$ cat src/hw/rtl/sha256_pkg.sv
// Shared types, round constants and round functions for the SHA-256 hasher.
package sha256_pkg;

  // Command from the front part to the compression back part.
  typedef struct packed {
    logic [511:0] block;
    logic         finish;
  } blk_cmd_t;

  localparam logic [255:0] IV = {
    32'h6a09e667, 32'hbb67ae85, 32'h3c6ef372, 32'ha54ff53a,
    32'h510e527f, 32'h9b05688c, 32'h1f83d9ab, 32'h5be0cd19
  };

  localparam logic [7:0] PAD_MARK = 8'h80;

  function automatic logic [31:0] round_k(input logic [5:0] r);
    logic [31:0] k;
    unique case (r)
      6'd0: k = 32'h428a2f98;  6'd1: k = 32'h71374491;  6'd2: k = 32'hb5c0fbcf;
      6'd3: k = 32'he9b5dba5;  6'd4: k = 32'h3956c25b;  6'd5: k = 32'h59f111f1;
      6'd6: k = 32'h923f82a4;  6'd7: k = 32'hab1c5ed5;  6'd8: k = 32'hd807aa98;
      6'd9: k = 32'h12835b01;  6'd10: k = 32'h243185be; 6'd11: k = 32'h550c7dc3;
      6'd12: k = 32'h72be5d74; 6'd13: k = 32'h80deb1fe; 6'd14: k = 32'h9bdc06a7;
      6'd15: k = 32'hc19bf174; 6'd16: k = 32'he49b69c1; 6'd17: k = 32'hefbe4786;
      6'd18: k = 32'h0fc19dc6; 6'd19: k = 32'h240ca1cc; 6'd20: k = 32'h2de92c6f;
      6'd21: k = 32'h4a7484aa; 6'd22: k = 32'h5cb0a9dc; 6'd23: k = 32'h76f988da;
      6'd24: k = 32'h983e5152; 6'd25: k = 32'ha831c66d; 6'd26: k = 32'hb00327c8;
      6'd27: k = 32'hbf597fc7; 6'd28: k = 32'hc6e00bf3; 6'd29: k = 32'hd5a79147;
      6'd30: k = 32'h06ca6351; 6'd31: k = 32'h14292967; 6'd32: k = 32'h27b70a85;
      6'd33: k = 32'h2e1b2138; 6'd34: k = 32'h4d2c6dfc; 6'd35: k = 32'h53380d13;
      6'd36: k = 32'h650a7354; 6'd37: k = 32'h766a0abb; 6'd38: k = 32'h81c2c92e;
      6'd39: k = 32'h92722c85; 6'd40: k = 32'ha2bfe8a1; 6'd41: k = 32'ha81a664b;
      6'd42: k = 32'hc24b8b70; 6'd43: k = 32'hc76c51a3; 6'd44: k = 32'hd192e819;
      6'd45: k = 32'hd6990624; 6'd46: k = 32'hf40e3585; 6'd47: k = 32'h106aa070;
      6'd48: k = 32'h19a4c116; 6'd49: k = 32'h1e376c08; 6'd50: k = 32'h2748774c;
      6'd51: k = 32'h34b0bcb5; 6'd52: k = 32'h391c0cb3; 6'd53: k = 32'h4ed8aa4a;
      6'd54: k = 32'h5b9cca4f; 6'd55: k = 32'h682e6ff3; 6'd56: k = 32'h748f82ee;
      6'd57: k = 32'h78a5636f; 6'd58: k = 32'h84c87814; 6'd59: k = 32'h8cc70208;
      6'd60: k = 32'h90befffa; 6'd61: k = 32'ha4506ceb; 6'd62: k = 32'hbef9a3f7;
      6'd63: k = 32'hc67178f2;
      default: k = 32'h0;
    endcase
    return k;
  endfunction

  function automatic logic [31:0] rotr(input logic [31:0] x, input int unsigned n);
    return (x >> n) | (x << (32 - n));
  endfunction

endpackage

$ cat src/hw/rtl/sha256_message_hasher.sv
// Top level of the SHA-256 message hasher.
//  channel  | direction | tdata               | tuser        | tlast
//  in_      | in        | data_byte[7:0]      | byte_present | end_of_message
//  out_     | out       | digest_word[31:0]   | word_index   | last_word
// A byte item is taken while the block register is filling and the queue register is empty.
// A full block waits in the queue register; the core then loads it, runs
// 64 rounds on the single shared round unit and does the chain add.
// Padding inserts 9 to 72 bytes after the final item, then
// eight digest items follow, each held while out_tready is low.
// Reset (rst_n low, synchronous) restores the initial hash value.
module sha256_message_hasher (
  input  logic        clk,
  input  logic        rst_n,
  input  logic        in_tvalid,
  output logic        in_tready,
  input  logic [7:0]  in_tdata,   // data_byte
  input  logic        in_tuser,   // byte_present
  input  logic        in_tlast,   // end_of_message
  output logic        out_tvalid,
  input  logic        out_tready,
  output logic [31:0] out_tdata,  // digest_word
  output logic [2:0]  out_tuser,  // word_index
  output logic        out_tlast   // last_word
);
  import sha256_pkg::*;

  logic     cmd_valid, cmd_ready;
  blk_cmd_t cmd;

  sha256_front u_front (
    .clk, .rst_n, .in_tvalid, .in_tready, .in_tdata, .in_tuser, .in_tlast,
    .cmd_valid, .cmd_ready, .cmd
  );

  sha256_core u_core (
    .clk, .rst_n, .cmd_valid, .cmd_ready, .cmd,
    .out_tvalid, .out_tready, .out_tdata, .out_tuser, .out_tlast
  );

  a_last_idx: assert property (@(posedge clk) disable iff (!rst_n)
    out_tvalid |-> (out_tlast == (out_tuser == 3'd7)))
    else $error("last_word out of step with word_index");

  a_out_step: assert property (@(posedge clk) disable iff (!rst_n)
    (out_tvalid && out_tready && !out_tlast) |=> out_tvalid)
    else $error("digest output stopped before the last word");

  a_cmd_hold: assert property (@(posedge clk) disable iff (!rst_n)
    (cmd_valid && !cmd_ready) |=> cmd_valid)
    else $error("queued block dropped");
endmodule

$ cat src/hw/rtl/sha256_front.sv
// Byte packer: fills 64-byte blocks, counts bits and inserts padding.
module sha256_front (
  input  logic                  clk,
  input  logic                  rst_n,
  input  logic                  in_tvalid,
  output logic                  in_tready,
  input  logic [7:0]            in_tdata,
  input  logic                  in_tuser,
  input  logic                  in_tlast,
  output logic                  cmd_valid,
  input  logic                  cmd_ready,
  output sha256_pkg::blk_cmd_t  cmd
);
  import sha256_pkg::*;

  localparam logic [1:0] ST_BYTES = 2'd0;
  localparam logic [1:0] ST_PAD   = 2'd1;
  localparam logic [1:0] ST_LEN   = 2'd2;
  localparam logic [1:0] ST_ZERO  = 2'd3;

  logic [1:0]   state_r, state_nxt;
  logic [511:0] blk_r, blk_nxt;
  logic [5:0]   pos_r, pos_nxt;
  logic [63:0]  bits_r, bits_nxt;
  logic         cmd_valid_r, cmd_valid_nxt;
  logic         finish_r, finish_nxt;

  // A byte is written at pos; a full block goes to the queue register.
  logic         wr_en;
  logic [7:0]   wr_byte;
  logic         accept;

  assign in_tready = (state_r == ST_BYTES) && !cmd_valid_r;
  assign accept    = in_tvalid && in_tready;
  assign cmd_valid = cmd_valid_r;
  assign cmd.block = blk_r;
  assign cmd.finish = finish_r;

  always_comb begin
    state_nxt     = state_r;
    pos_nxt       = pos_r;
    bits_nxt      = bits_r;
    blk_nxt       = blk_r;
    cmd_valid_nxt = cmd_valid_r && !cmd_ready;
    finish_nxt    = finish_r;
    wr_en         = 1'b0;
    wr_byte       = 8'h00;
    if (!cmd_valid_r || cmd_ready) begin
      unique case (state_r)
        ST_BYTES: begin
          if (accept) begin
            if (in_tuser) begin
              wr_en    = 1'b1;
              wr_byte  = in_tdata;
              bits_nxt = bits_r + 64'd8;
            end
            if (in_tlast) begin
              state_nxt = ST_PAD;
            end
          end
        end
        ST_PAD: begin
          // Marker byte first, then zeros until byte 56.
          wr_en     = 1'b1;
          wr_byte   = PAD_MARK;
          state_nxt = ST_ZERO;
        end
        ST_ZERO: begin
          // Zeros run on into a fresh block when the marker landed past byte 55.
          wr_en = 1'b1;
          if (pos_r == 6'd56) begin
            wr_byte   = bits_r[63:56];
            state_nxt = ST_LEN;
          end else begin
            wr_byte = 8'h00;
          end
        end
        ST_LEN: begin
          wr_en   = 1'b1;
          wr_byte = bits_r[8*(63 - pos_r) +: 8];
        end
        default: state_nxt = ST_BYTES;
      endcase
    end
    if (wr_en) begin
      blk_nxt[8*(63 - pos_r) +: 8] = wr_byte;
      pos_nxt = pos_r + 6'd1;
      if (pos_r == 6'd63) begin
        cmd_valid_nxt = 1'b1;
        finish_nxt    = (state_r == ST_LEN);
        if (state_r == ST_LEN) begin
          state_nxt = ST_BYTES;
          bits_nxt  = 64'd0;
        end
      end
    end
  end

  always_ff @(posedge clk) begin
    blk_r    <= blk_nxt;
    finish_r <= finish_nxt;
    if (!rst_n) begin
      state_r     <= ST_BYTES;
      pos_r       <= 6'd0;
      bits_r      <= 64'd0;
      cmd_valid_r <= 1'b0;
    end else begin
      state_r     <= state_nxt;
      pos_r       <= pos_nxt;
      bits_r      <= bits_nxt;
      cmd_valid_r <= cmd_valid_nxt;
    end
  end
endmodule

$ cat src/hw/rtl/sha256_core.sv
// Compression engine: one round per cycle, then digest output when finished.
module sha256_core (
  input  logic                  clk,
  input  logic                  rst_n,
  input  logic                  cmd_valid,
  output logic                  cmd_ready,
  input  sha256_pkg::blk_cmd_t  cmd,
  output logic                  out_tvalid,
  input  logic                  out_tready,
  output logic [31:0]           out_tdata,
  output logic [2:0]            out_tuser,
  output logic                  out_tlast
);
  import sha256_pkg::*;

  localparam logic [1:0] ST_IDLE  = 2'd0;
  localparam logic [1:0] ST_ROUND = 2'd1;
  localparam logic [1:0] ST_SUM   = 2'd2;
  localparam logic [1:0] ST_OUT   = 2'd3;

  logic [1:0]        state_r, state_nxt;
  logic [255:0]      hv_r, hv_nxt;
  logic [31:0]       a_r, b_r, c_r, d_r, e_r, f_r, g_r, h_r;
  logic [31:0]       w_r [16];
  logic [5:0]        rnd_r;
  logic [2:0]        oidx_r;
  logic              fin_r;

  logic [31:0] x15, x2, wnew, wcur, s1, ch, t1, s0, mj;

  assign cmd_ready = (state_r == ST_IDLE);

  always_comb begin
    x15  = w_r[1];
    x2   = w_r[14];
    wnew = w_r[0] + (rotr(x15, 7) ^ rotr(x15, 18) ^ (x15 >> 3)) + w_r[9]
         + (rotr(x2, 17) ^ rotr(x2, 19) ^ (x2 >> 10));
    wcur = w_r[0];
    s1   = rotr(e_r, 6) ^ rotr(e_r, 11) ^ rotr(e_r, 25);
    ch   = (e_r & f_r) ^ (~e_r & g_r);
    t1   = h_r + s1 + ch + round_k(rnd_r) + wcur;
    s0   = rotr(a_r, 2) ^ rotr(a_r, 13) ^ rotr(a_r, 22);
    mj   = (a_r & b_r) ^ (a_r & c_r) ^ (b_r & c_r);
    hv_nxt = hv_r;
    state_nxt = state_r;
    unique case (state_r)
      ST_IDLE:  if (cmd_valid) state_nxt = ST_ROUND;
      ST_ROUND: if (rnd_r == 6'd63) state_nxt = ST_SUM;
      ST_SUM: begin
        hv_nxt = {hv_r[255:224] + a_r, hv_r[223:192] + b_r, hv_r[191:160] + c_r,
                  hv_r[159:128] + d_r, hv_r[127:96] + e_r, hv_r[95:64] + f_r,
                  hv_r[63:32] + g_r, hv_r[31:0] + h_r};
        state_nxt = fin_r ? ST_OUT : ST_IDLE;
      end
      ST_OUT: begin
        if (out_tready && oidx_r == 3'd7) begin
          state_nxt = ST_IDLE;
          hv_nxt    = IV;
        end
      end
      default: state_nxt = ST_IDLE;
    endcase
  end

  assign out_tvalid = (state_r == ST_OUT);
  assign out_tdata  = hv_r[32*(7 - oidx_r) +: 32];
  assign out_tuser  = oidx_r;
  assign out_tlast  = (oidx_r == 3'd7);

  always_ff @(posedge clk) begin
    if (state_r == ST_IDLE && cmd_valid) begin
      for (int i = 0; i < 16; i++) w_r[i] <= cmd.block[32*(15 - i) +: 32];
      {a_r, b_r, c_r, d_r, e_r, f_r, g_r, h_r} <= hv_r;
      fin_r <= cmd.finish;
    end else if (state_r == ST_ROUND) begin
      // Rolling window: word 0 is the current round's schedule word.
      for (int i = 0; i < 15; i++) w_r[i] <= w_r[i + 1];
      w_r[15] <= wnew;
      h_r <= g_r; g_r <= f_r; f_r <= e_r; e_r <= d_r + t1;
      d_r <= c_r; c_r <= b_r; b_r <= a_r; a_r <= t1 + s0 + mj;
    end
    if (!rst_n) begin
      state_r <= ST_IDLE;
      hv_r    <= IV;
      rnd_r   <= 6'd0;
      oidx_r  <= 3'd0;
    end else begin
      state_r <= state_nxt;
      hv_r    <= hv_nxt;
      rnd_r   <= (state_r == ST_ROUND) ? rnd_r + 6'd1 : 6'd0;
      if (state_r == ST_OUT && out_tready) oidx_r <= oidx_r + 3'd1;
    end
  end
endmodule
$ cat config.mk
export PLATFORM = sky130hd
export DESIGN_NAME = sha256_message_hasher
export DESIGN_NICKNAME = d
export VERILOG_FILES = /design/src/hw/rtl/sha256_pkg.sv /design/src/hw/rtl/sha256_message_hasher.sv /design/src/hw/rtl/sha256_front.sv /design/src/hw/rtl/sha256_core.sv
export SDC_FILE = /design/constraint.sdc
export NUM_CORES = 2
export LEC_CHECK = 0
export BUFFER_PORTS_ARGS = -buffer_cell sky130_fd_sc_hd__buf_2
export CORE_ASPECT_RATIO = 1.25
export CORE_MARGIN = 1.5
export CORE_UTILIZATION = 49
export CTS_BUF_LIST = sky130_fd_sc_hd__clkbuf_4 sky130_fd_sc_hd__clkbuf_8
export CTS_CLUSTER_DIAMETER = 30
export DETAILED_ROUTE_END_ITERATION = 6
export GPL_ROUTABILITY_DRIVEN = 0
export SYNTH_ARGS = -nofsm -noshare
export SYNTH_HDL_FRONTEND = slang
export SYNTH_SLANG_ARGS = --single-unit
$ cat constraint.sdc
create_clock -name clk -period 23.3 [get_ports clk]
set_input_delay 2.33 -clock clk [delete_from_list [all_inputs] [get_ports clk]]
set_output_delay 2.33 -clock clk [all_outputs]
set_load 0.05 [all_outputs]
### After elaboration in Yosys (flattened, before gate mapping)

Memories as Yosys holds them, arrays and structs flattened. A register that Yosys moved wholly into a read port is not among the register bits.
Cells that the tools add are included.

* register bits after elaboration: 1110
* memory bits (writable): 512
* bits in read-only memories: 2048
* input port bits: 14
* output and inout port bits: 38
* memories kept: 2

* $add $sub $neg: 25
* equal/unequal tests: 13
* shift-type cells: 4
* muxes and demuxes: 72
* bitwise operators: 43
* reductions and logical operators: 18

Memory list
* (name not given): words 64, width 32, read ports 1, clocked after Yosys merged registers in 1, wr ports 0, RTL line sha256_pkg.sv:19 `unique case (r)`
* u_core.w_r: words 16, width 32, read ports 16, clocked after Yosys merged registers in 0, wr ports 16, RTL line sha256_core.sv:24 `logic [31:0] w_r [16];`

Operators with widths (number)
* two-way mux 32 bit: 32
* adder 32 bit: 18
* bitwise mux 512 bit: 1
* case mux 256 bit (2 select lines): 1
* variable shift 8 x 34 -> 512 bit, first input constant: 1
* indexed part select 8 x 34 -> 512 bit: 1
* two-way mux 64 bit: 7
* bitwise XOR 32 bit: 9
* two-way mux 256 bit: 1
* indexed part select 256 x 33 -> 32 bit: 1
* bitwise AND 32 bit: 5
* adder 64 x 4 -> 64 bit, second input constant: 1
* indexed part select 64 x 33 -> 8 bit: 1
* negation 32 -> 34 bit: 1
* two-way mux 8 bit: 4
* NOT 32 bit: 1
* bitwise OR 10 x 32 -> 32 bit: 1
* bitwise OR 13 x 32 -> 32 bit: 1
* bitwise OR 14 x 32 -> 32 bit: 1
* bitwise OR 15 x 32 -> 32 bit: 1
* bitwise OR 19 x 32 -> 32 bit: 1
* bitwise OR 21 x 32 -> 32 bit: 1
* bitwise OR 25 x 32 -> 32 bit: 1
* bitwise OR 26 x 32 -> 32 bit: 1
* 30 further kinds: 82

### Longest topological paths before layout

* depth after elaboration: 11
* mapped depth: 34
* gate-level depth less buffers: 33

### Hierarchy

A second synthesis with hierarchy kept.

* cell total of the unflattened synthesis: 9100
* area, all modules: 94415.6 um^2

By module, submodules not included
* sha256_core: times used 1, cells each 7303, area each 71429.8 um^2, sequential area each 29077.9 um^2
* sha256_front: times used 1, cells each 1797, area each 22985.8 um^2, sequential area each 16806.1 um^2

### Worst setup path after synthesis

No wires, ideal clock.

* path kind: flip-flop to flip-flop
* start point: register u_core.state_r[0]
* end point: register u_core.a_r[0] (enable)
* library setup time: 5.322 ns
* arrival time: 13.525 ns
* setup slack: 4.453 ns
* stages on the path, launching flop included: 6
* path through: dfxtp_1 > clkbuf_1 > nor2_1 > nand2_1 > clkbuf_1 > nand2_1

* longest elaborated chain between the ends: 3
* elaborated cells between the ends (all ways): 4

RTL lines
* start, declared: RTL line sha256_core.sv:21 `logic [1:0] state_r, state_nxt;`
* start signal, assigned: RTL line sha256_core.sv:88 `state_r <= state_nxt;`
* logical NOT 2 bit: RTL line sha256_core.sv:71 `if (state_r == ST_IDLE && cmd_valid) begin`
* logical AND 1 bit: RTL line sha256_core.sv:71
* nonzero test 2 bit (no line) (*)
* end signal, assigned: RTL line sha256_core.sv:73 `{a_r, b_r, c_r, d_r, e_r, f_r, g_r, h_r} <= hv_r;`
* end signal, assigned: RTL line sha256_core.sv:80 `d_r <= c_r; c_r <= b_r; b_r <= a_r; a_r <= t1 + s0 + mj;`
* end, declared: RTL line sha256_core.sv:23 `logic [31:0] a_r, b_r, c_r, d_r, e_r, f_r, g_r, h_r;`

Every way passes the cells marked *; elsewhere a longest branch is shown, timed or not.
A chain may end at the register's enable or synchronous reset.

### Worst setup path in the final report

* start point: register u_core.e_r[8]
* end point: register u_core.a_r[29] (data pin)

* longest elaborated chain between the ends: 11
* elaborated cells between the ends (all ways): 17

RTL lines
* start, declared: RTL line sha256_core.sv:23
* start signal, assigned: RTL line sha256_core.sv:73
* start signal, assigned: RTL line sha256_core.sv:79 `h_r <= g_r; g_r <= f_r; f_r <= e_r; e_r <= d_r + t1;`
* bitwise OR 26 x 32 -> 32 bit or bitwise OR 21 x 32 -> 32 bit (tied branches): RTL line sha256_pkg.sv:48 `return (x >> n) | (x << (32 - n));`
* bitwise XOR 32 bit (2 in a row): RTL line sha256_core.sv:39 `s1 = rotr(e_r, 6) ^ rotr(e_r, 11) ^ rotr(e_r, 25);`
* adder 32 bit: RTL line sha256_core.sv:41 `t1 = h_r + s1 + ch + round_k(rnd_r) + wcur;`
* adder 32 bit (*) (3 in a row): RTL line sha256_core.sv:41
* adder 32 bit (*) (2 in a row): RTL line sha256_core.sv:80
* two-way mux 32 bit (*): RTL line sha256_core.sv:75 `end else if (state_r == ST_ROUND) begin`
* two-way mux 32 bit (*): RTL line sha256_core.sv:71

Every way passes the cells marked *; elsewhere a longest branch is shown, timed or not. The select of a mux whose other input is x is not followed.

==> metrics.md <==
| Metric | Value |
|---|---|
| Num rows | `179` |
| Syn nets | `10388` |
| Setup tns final | `0 ps` |
| CTS root buf | `clkbuf_8` |
| Die ar. | `0.195 sq mm` |
| Compound-Gate Fraction of Synth Area | `11.3%` |
| Main combinational cell family by area after synthesis | `simple AND/OR/NAND/NOR gates` |
| PD cells | `65.7 mW/mm^2` |
| Resize count post-CTS | `0` |
| Final setup viols | `0` |
| Total Routed Length | `325000 um` |
| # H-tree levels | `5` |
| Setup ws final | `14600 ps` |
| Minimum clock period | `8700 ps` |
| Worst Setup Start Kind | `flop` |
| Synthesized flop and latch total | `1651` |
| Area of the multi-input gates | `0.0451 sq mm` |
| Yosys cell types | `83` |
| CTS max path bufs | `4` |
| Total track usage | `32.9%` |
| Relative slew slack | `10.1%` |
| Synth-to-Final Area Change | `11.2%` |
| Setup bufs post-CTS | `0` |
| Async SR Flop Fraction | `0%` |
| Most used cell, CP | `fa_1` |
| Crit path buf inv count | `3` |
| Period utilisation layout | `37.3%` |
| Via density | `5.98` |
| Max Cap Viol | `0` |
| Sequential share of the synthesized area | `48.8%` |
| Simple-Gate Fraction of Synth Area | `18.1%` |
| Crit end category | `flop` |
| Dominant synthesized flop cell | `edfxtp_1` |
| VDD IR max | `0.0537 mV` |
| Number of CTS-inserted buffers | `371` |
| Final net count | `10385` |
| Drt drc | `0` |
| Die Span X | `395 um` |
| CTS Sinks | `1651` |
| Pre-Repair DR Iteration Count | `6` |
| Layout cells sized above 1 | `9.96%` |
| R2r setup slk | `14600 ps` |
| Worst path slowest cell | `edfxtp_1` |
| Synthesized-area fraction occupied by adder cells | `9.67%` |
| CP Depth | `29` |
| RSZ-0062 raised after global routing | `false` |
| Vias in the first global route | `74763` |
| Post-DP HPWL | `226000 um` |
| Fill cells | `17003` |
| Seq. cell area | `0.0459 sq mm` |
| Post-synth EDFFs | `1282` |
| Hold/Removal Path Class | `reg -> reg` |
| Initial antenna violation count | `11` |
| Xor/xnor cell area share of the yosys netlist | `5.95%` |
| First-pass GRT wire length | `479000 um` |
| Worst path required time | `24060 ps` |
| Reg2reg start | `u_core.e_r[8]` |
| Later-pin clock latency in the skew report | `1130 ps` |
| # hold bufs at CTS | `0` |
| Initial DRC Count | `7617` |
| Largest stage delay, worst path | `540 ps` |
| Worst clock skew | `88.1 ps` |
| Worst Setup Path Type | `reg -> reg` |
| Pin count of the biggest net entering global routing | `205` |
| Worst-Margin Slew | `1340 ps` |
| Io pins | `52` |
| CP startpoint | `u_core.e_r[8]` |
| Crit path DAT | `9450 ps` |
| Fmax | `115 MHz` |
| Place WS | `14830 ps` |
| YS warnings | `0` |
| Leak | `0.0410 uW` |
| Crit Path Max Fanout | `6` |
| Final Max Tran Viols | `0` |
| Core area | `0.191 sq mm` |
| Vias after detailed routing | `75333` |
| Total gr overflow | `0` |
| Worst reg2reg endpoint | `u_core.a_r[29]` |
| Post-route ant nets | `0` |
| Mean Syn Cell Area | `9.62 sq um` |
| Top Family by Delay on Critical Path | `compound AO/OA/AOI/OAI gates` |
| Status | `completed` |
| CTS tree | `yes` |
| Mapped Area | `0.0941 sq mm` |
| Fin. Hold Viols | `0` |
| Routed len/inst | `25.7 um` |
| Initial core utilization | `49.4%` |
| Post-Synthesis Cells | `9781` |
| Clock Pin Slew Worst Setup and Hold Paths | `60 ps` |
| Mux contribution to synthesized area | `2.73%` |
| Worst r2r path cells | `29` |
| Die Y | `493 um` |
| I/O Buffers | `51` |
| Worst setup path endpoint | `u_core.a_r[29]` |
## placed cells by master, fill, tap and decap left out, drive strengths merged, types with 54 or more instances in the layout
cell    synthesis  layout
a211oi         73      73
a21o          176     176
a21oi         449     449
a22oi          73      73
buf            55     163
clkbuf        484     462
clkinv          5     131
dfxtp         369     369
edfxtp       1282    1282
fa            195     195
ha            398     398
inv           324     325
mux2i          54      54
mux4           68      68
nand2        2524    2524
nand2b         64      64
nand3         145     145
nor2         1008    1008
nor3           94      94
o21a           62      62
o21ai         378     378
o22ai         106     106
or2            66      66
xnor2         404     404
xor2          235     235
## routing by layer
metal	GRT usage (%)	share of wire (%)	wire [um]	up-vias
met3	5.39	7.0	22800	991
met2	56.0	49	159000	3497
met5	0	0.0022	7	-
met4	22.7	7.6	24700	2
met1	38.1	37	119000	36899
li1	-	-	-	33944
## sequential cells by signal, indices dropped and copies added (netlist names), named ones only
name	flops
u_core.e_r	32
u_front.finish_r	1
u_core.d_r	32
u_core.a_r	32
u_core.out_tuser	3
u_core.h_r	32
u_core.c_r	32
u_front.cmd_valid	1
u_core.fin_r	1
u_core.g_r	32
u_core.b_r	32
u_core.hv_r	256
u_core.f_r	32
u_front.pos_r	6
u_core.rnd_r	6
u_core.w_r	512
u_front.bits_r	61
u_front.state_r	2
u_core.state_r	2
u_front.blk_r	512
## cells by family after synthesis
kind of cell    after synthesis
flops                      1651
compound gates             1681
mux                         166
simple gates               4161
xor+xnor                    639
fa+ha+maj                   615
buf+inv                     868
## cell usage after synthesis, drive strengths merged (62+ instances only)
library cell	n	area share, %
nand2	2524	10
edfxtp	1282	41
nor2	1008	4.0
clkbuf	484	1.9
a21oi	449	2.4
xnor2	404	3.8
ha	398	5.3
o21ai	378	2.0
dfxtp	369	7.9
inv	324	1.3
xor2	235	2.2
fa	195	4.1
a21o	176	1.4
nand3	145	0.77
o22ai	106	0.70
nor3	94	0.50
a211oi	73	0.58
a22oi	73	0.58
mux4	68	1.6
or2	66	0.44
nand2b	64	0.43
o21a	62	0.49
## worst min-delay path by stage
stage	slack [ps]	depth (start not counted)	end	from
after floorplan	400	0	u_core.fin_r	u_front.finish_r
after global placement	410	0	u_core.fin_r	u_front.finish_r
after detailed placement	410	0	u_core.fin_r	u_front.finish_r
after CTS	420	0	u_core.fin_r	u_front.finish_r
after global routing	440	0	u_core.fin_r	u_front.finish_r
final	410	0	u_core.fin_r	u_front.finish_r
## metrics by stage
stage | std cells | instance area, sq um | total power, uW | hold slack, ps | utilization, %
after floorplan | 9781 | 94100 | 3280 | 400 | -
after global placement | 11939 | 96600 | 3370 | 412 | 50.7
after detailed placement | 11939 | 96600 | 3370 | 406 | 50.7
after CTS | 12596 | 105000 | 6910 | 417 | 54.9
after global routing | 12601 | 105000 | 7050 | 442 | 54.9
final | 12607 | 105000 | 6870 | 415 | 54.9
## final cells by class
type | instances | area share (%)
inverters | 329 | 1.19
repair buffers | 163 | 1.12
diodes | 11 | 0.0263
flip-flops and latches | 1651 | 43.9
clock buffers | 462 | 5.69
clock inverters | 195 | 2.00
multi-input cells | 7262 | 43.1
well taps | 2534 | 3.03
## power by group
part / leakage, uW / switching, uW / internal (uW) / total [uW]
combinational: 0.0222 / 141 / 27.1 / 168
sequential: 0.0147 / 4.20 / 3140 / 3150
clock: 0.00414 / 1410 / 2150 / 3560
Power figures use the tool's default switching activity.
